### src/hdl/gmfe_pkg.sv
`timescale 1ns / 1ps

package gmfe_pkg;

   // Coordinate and arithmetic widths (Q7.16 in, 2^-32 m^2 squared lengths)
   localparam int COORD_W    = 24;
   localparam int DIFF_W     = COORD_W + 1;
   localparam int SQ_W       = 2 * DIFF_W;
   localparam int SUM_W      = SQ_W + 2;
   localparam int LIMIT_W    = 48;
   localparam int WIDTH_W    = 11;
   localparam int MIN_WIDTH  = 2;

   // Register port
   localparam int CSR_IDX_W  = 1;
   localparam int CSR_DATA_W = 48;
   localparam logic [CSR_IDX_W-1:0] REG_IMAGE_WIDTH = 1'd0;
   localparam logic [CSR_IDX_W-1:0] REG_EDGE_LIMIT  = 1'd1;
   localparam logic [WIDTH_W-1:0]   WIDTH_RESET     = 11'd640;
   localparam logic [LIMIT_W-1:0]   LIMIT_RESET     = 48'd429497;

   // Face queue
   localparam int FIFO_DEPTH = 4;
   localparam int FIFO_PTR_W = 2;
   localparam int FIFO_CNT_W = 3;

   typedef struct packed {
      logic signed [COORD_W-1:0] x;
      logic signed [COORD_W-1:0] y;
      logic signed [COORD_W-1:0] z;
   } point_type;

   // Per-pixel control that enters the edge pipeline
   typedef struct packed {
      logic live;
      logic elig;
      logic vk;
      logic vd;
   } pix_tag_type;

   // Triangle verdicts leaving the edge pipeline
   typedef struct packed {
      logic up;
      logic lo;
   } pass_type;

endpackage

### src/hdl/gmfe_face_fifo.sv
`timescale 1ns / 1ps

module gmfe_face_fifo #(
   parameter int FACE_W = 61
) (
   input  logic                            clock,
   input  logic                            reset,
   input  logic [1:0]                      push_cnt,
   input  logic [FACE_W-1:0]               push_a,
   input  logic [FACE_W-1:0]               push_b,
   input  logic                            pop,
   output logic [FACE_W-1:0]               head,
   output logic                            not_empty,
   output logic [gmfe_pkg::FIFO_CNT_W-1:0] count
);

   localparam int PTR_W = gmfe_pkg::FIFO_PTR_W;
   localparam int CNT_W = gmfe_pkg::FIFO_CNT_W;

   logic [FACE_W-1:0] entry_ff [gmfe_pkg::FIFO_DEPTH];
   logic [PTR_W-1:0]  wr_ptr_ff, wr_ptr_in;
   logic [PTR_W-1:0]  rd_ptr_ff, rd_ptr_in;
   logic [CNT_W-1:0]  count_ff, count_in;

   // Pointer and occupancy update; up to two pushes and one pop per cycle
   always_comb begin
      wr_ptr_in = wr_ptr_ff + PTR_W'(push_cnt);
      rd_ptr_in = rd_ptr_ff + PTR_W'(pop);
      count_in  = count_ff + CNT_W'(push_cnt) - CNT_W'(pop);
   end

   always_ff @(posedge clock) begin
      if (reset) begin
         wr_ptr_ff <= '0;
         rd_ptr_ff <= '0;
         count_ff  <= '0;
      end else begin
         wr_ptr_ff <= wr_ptr_in;
         rd_ptr_ff <= rd_ptr_in;
         count_ff  <= count_in;
      end
   end

   // Face storage
   always_ff @(posedge clock) begin
      if (push_cnt != 2'd0) begin
         entry_ff[wr_ptr_ff] <= push_a;
      end
      if (push_cnt == 2'd2) begin
         entry_ff[wr_ptr_ff + PTR_W'(1)] <= push_b;
      end
   end

   assign head      = entry_ff[rd_ptr_ff];
   assign not_empty = count_ff != '0;
   assign count     = count_ff;

endmodule

### config.mk
export PLATFORM = sky130hd
export DESIGN_NAME = gmfe_face_fifo
export DESIGN_NICKNAME = d
export VERILOG_FILES = /design/src/hdl/gmfe_pkg.sv /design/src/hdl/gmfe_face_fifo.sv
export SDC_FILE = /design/constraint.sdc
export NUM_CORES = 1
export LEC_CHECK = 0
export ABC_AREA = 1
export BUFFER_PORTS_ARGS = -buffer_cell sky130_fd_sc_hd__buf_2
export CORE_UTILIZATION = 25
export DETAILED_ROUTE_END_ITERATION = 6
export HOLD_SLACK_MARGIN = 0.1
export REMOVE_ABC_BUFFERS = 1
export SYNTH_ARGS = -nofsm -noshare
export SYNTH_HDL_FRONTEND = slang
export SYNTH_SLANG_ARGS = --single-unit
### constraint.sdc
create_clock -name clock -period 2.9 [get_ports clock]
set_input_delay 0.58 -clock clock [delete_from_list [all_inputs] [get_ports clock]]
set_output_delay 0.58 -clock clock [all_outputs]
set_load 0.03 [all_outputs]
== After elaboration in Yosys (flattened, before gate mapping) ==
Memory sizes are Yosys's and may differ from the RTL's. A register that Yosys moved wholly into a read port is not among the register bits.
Cells that the tools add are included.
Word-level totals
  register bits after elaboration: 7
  latch bits: 0
  bits in writable memories: 244
  memory bits (read-only): 0
  logic and storage cells: 17
  memories: 1
Cells by class
  $add $sub $neg: 5
  multiply operators: 0
  divide/modulo/power cells: 0
  order comparisons: 0
  equal/unequal tests: 1
  shifts and indexed selects: 0
  multiplexer cells: 5
  bitwise logic cells: 0
  reduce and logical (&&, ||, !) cells: 2
Memory list
  entry_ff: words 4, width 61, rd ports 1, clocked after memory_dff 1, write ports 2, RTL line gmfe_face_fifo.sv:20  | logic [FACE_W-1:0] entry_ff [gmfe_pkg::FIFO_DEPTH];
Operators by type and width (number)
  $mux 1: 4
  $add 3x2->3: 1
  $reduce_bool 3->1: 1
  $sub 3x1->3: 1
  $add 2x1->2: 1
  $add 2x1->2 const B: 1
  $add 2x2->2: 1
  $eq 2x2->1 const B: 1
  $mux 2: 1
  $reduce_bool 2->1: 1

== Depth between registers and ports, before layout ==
  depth in word-level cells: 3
  gate-level depth with buffers: 8

== Least setup slack after synthesis ==
No wires, ideal clock.
  path kind: input -> register
  from: in push_cnt[1]
  to: mem entry_ff[3][0] (enable)
  arrival time: 2.162 ns
  required time: 2.231 ns
  path slack: 0.068 ns
  cell stages on the path: 5
  cells stage by stage: inv_2 -> nor2_4 -> nand2_2 -> clkbuf_1 -> nand2_1
RTL lines
  from (decl): RTL line gmfe_face_fifo.sv:8  | input logic [1:0] push_cnt,
  to (decl): RTL line gmfe_face_fifo.sv:20

==> results.sh <==
export IMPL_status="finished clean"
export IMPL_synthTopCellsByArea="edfxtp_1, nand2_1, o21ai_0, inv_1, o21ai_1"
export IMPL_drt_iter0_markers=563
export IMPL_clock_latency_ns=0.56
export IMPL_crit_fanout=57
export IMPL_placedCellCount=2173
export IMPL_switching_share_pct=28.7
export IMPL_fmax_ghz=0.391
export IMPL_fp_row_count=82
export IMPL_maxCapViolCount=0
export IMPL_num_vias=9854
export IMPL_avgRoutedWirePerCell_um=15.2
export IMPL_power_uw=10200
export IMPL_reg2reg_slack_ns=0.87
export IMPL_cts_tree="done"
export IMPL_clockRootBuffer="clkbuf_16"
export IMPL_io_buffers=191
export IMPL_crit_path_cell_trace="buf_12 > buf_12 > o211ai_1 > nand2_1 > buf_2"
export IMPL_pwr_share_comb_pct=19.2
export IMPL_cts_sinks=251
export IMPL_grt_pass1_vias=9376
export IMPL_startpoint_type="flip-flop"
export IMPL_cts_buffers=29
export IMPL_yosysTopAreaCellShare_pct=57.0
export IMPL_max_clock_path_buffers=3
export IMPL_grt_max_degree=123
export IMPL_skew_ns=0.0250
export IMPL_grt_overflow_total=0
export IMPL_grt_pass1_wl_um=52400
export IMPL_multi_input_area_sq_mm=0.00407
export IMPL_hold_viol=0
export IMPL_cellPowerDensity_mw_per_mm2=662
export IMPL_routed_wl_um=33900
export IMPL_synth_seq_cells=251
export IMPL_cp_slowest_cell="dfxtp_4"
export IMPL_seq_area_sq_mm=0.00747
export IMPL_end_kind="output pin"
export IMPL_yosys_warnings=0
export IMPL_postCtsResizedCells=0
export IMPL_fp_dieH_um=229
export IMPL_drv_slew=0
export IMPL_vias_per_cell=4.42
export IMPL_die_area_sq_mm=0.0523
export IMPL_synth_distinct_cells=24
export IMPL_period_share_pct=88.1
export IMPL_nets=1665
export IMPL_min_period_ns=2.56
export IMPL_p_sw_uw=2930
export IMPL_whs_ns=0.268
export IMPL_io_pins=192
export IMPL_firstDrtPassIters=5
export IMPL_dp_hpwl_um=20800
export IMPL_required_ns=2.32
export IMPL_synth_largest_area_cell="edfxtp_1"
export IMPL_hold_buffers=0
export IMPL_fp_coreArea_sq_mm=0.0504
export IMPL_rsz0062_at_grt="false"
export IMPL_floorplan_initialDensity_pct=25.5
export IMPL_seq_area_frac_synth_pct=58.1
export IMPL_tightest_slew_ns=0.685
export IMPL_p_seq_share_pct=43.7
export IMPL_path_clk_slew_ns=0.06
export IMPL_relSlewSlack_pct=54.3
export IMPL_drive_gt1_share_pct=18.8
export IMPL_final_common_cell="nand2_1"
export IMPL_clockPowerShare_pct=37.1
export IMPL_setup_tns_ns=0
export IMPL_grt_usage_pct=12.8
export IMPL_p_leak_uw=0.00670
export IMPL_antenna_found_initial=6
export IMPL_drc_errors=0
export IMPL_path_class="flip-flop to output pin"
export IMPL_routabilityCongestion=0.755
export IMPL_worstHoldPathType="input port to flip-flop"
export IMPL_fillCellCount=5229
export IMPL_fin_cells=2227
export IMPL_syn_area_sq_mm=0.0128
export IMPL_p_int_uw=7310
export IMPL_cp_arrival_ns=1.98
export IMPL_areaGrowthSynthToFinish_pct=20.4
export IMPL_synth_cells=1379
export IMPL_die_width_um=229
export IMPL_mostFrequentLayoutCells="nand2_1, edfxtp_1, inv_1, buf_2, o21ai_0"
export IMPL_cts_max_level=1
export IMPL_ir_drop_uv=421
export IMPL_critPathMostFrequentCell="buf_12"
export IMPL_syn_area_per_cell_sq_um=9.31
export IMPL_antenna_left=0
export IMPL_cts_setup_buffers=0
export IMPL_slowest_delay_ns=0.42
export IMPL_setup_viol=0
[cells by family (layout without fill, tap and decap cells)]
kind of cell | count (synthesis) | in the layout | share of synthesized area, %
XOR/XNOR | 1 | 1 | 0.0682
adder cells (fa/ha/maj) | 6 | 6 | 0.643
buffers and inverters | 293 | 468 | 10.6
AO/OA/AOI/OAI | 429 | 429 | 18.6
AND/OR/NAND/NOR | 399 | 399 | 11.9
other | 0 | 1 | 0
flip-flops | 251 | 251 | 58.1
[power by group through the flow]
| stage | combinational (uW) | clock [uW] | sequential, uW |
|---|---|---|---|
| finish | 1970 | 3800 | 4480 |
| global placement | 1970 | 0 | 4540 |
| detailed placement | 2010 | 0 | 4560 |
| CTS | 2010 | 3910 | 4480 |
| floorplan | 1150 | 0 | 4650 |
| global route | 2200 | 4030 | 4510 |
[cells in the mapped netlist, drive strengths merged]
| library cell | number |
|---|---|
| buf | 54 |
| nand2 | 383 |
| nor2 | 11 |
| dfxtp | 7 |
| nand3 | 4 |
| o21ai | 305 |
| inv | 200 |
| edfxtp | 244 |
| o211ai | 61 |
| a21oi | 63 |
| clkbuf | 39 |
| ha | 5 |
| nand4 | 1 |
| fa | 1 |
| xnor2 | 1 |
[layer usage]
metal / vias to the layer above / GRT usage, % / part of all wire (%)
li1: 4955 / - / -
met1: 4605 / 16.9 / 46
met2: 237 / 21.4 / 46
met3: 47 / 2.96 / 5.7
met4: 10 / 2.45 / 1.7
met5: - / 0 / 0.19
[through the flow]
stage               area, sq um  setup slack (ns)  utilization (%)
global route              15500             0.212             30.7
CTS                       15500             0.291             30.7
detailed placement        14500             0.552             28.7
global placement          14500             0.550             28.7
floorplan                 12200             -2.41                -
finish                    15500             0.345             30.7
[layout make-up]
class | instances | share of cell area [%]
Antenna cell | 1 | 0.0162
Clock buffer | 33 | 4.79
Clock inverter | 20 | 1.55
Inverter | 200 | 4.85
Multi-Input combinational cell | 835 | 26.3
Sequential cell | 251 | 48.3
Tap cell | 672 | 5.44
Timing Repair Buffer | 215 | 8.72
[critical path: cells and delay by family (launching register included)]
kind / cells / cell delay [ns]
flip-flops: 1 / 0.42
buffers and inverters: 3 / 0.66
AO/OA/AOI/OAI: 1 / 0.10
AND/OR/NAND/NOR: 1 / 0.15
[worst paths after layout]
check / start / end / cells past startpoint
min: reset / rd_ptr_ff[0]$_SDFF_PP0_ / 2
max reg2reg: wr_ptr_ff[0]$_SDFF_PP0_ / entry_ff[2][19]$_DFFE_PP_ / 5
max: rd_ptr_ff[0]$_SDFF_PP0_ / head[13] / 5
min reg2reg: count[2]$_SDFF_PP0_ / count[2]$_SDFF_PP0_ / 3
[registers in the layout, indices dropped and copies added, names as in the netlist]
signal	count
wr_ptr_ff	2
count	3
rd_ptr_ff	2
entry_ff	244
Note: power is estimated with default switching activity, not from simulation.
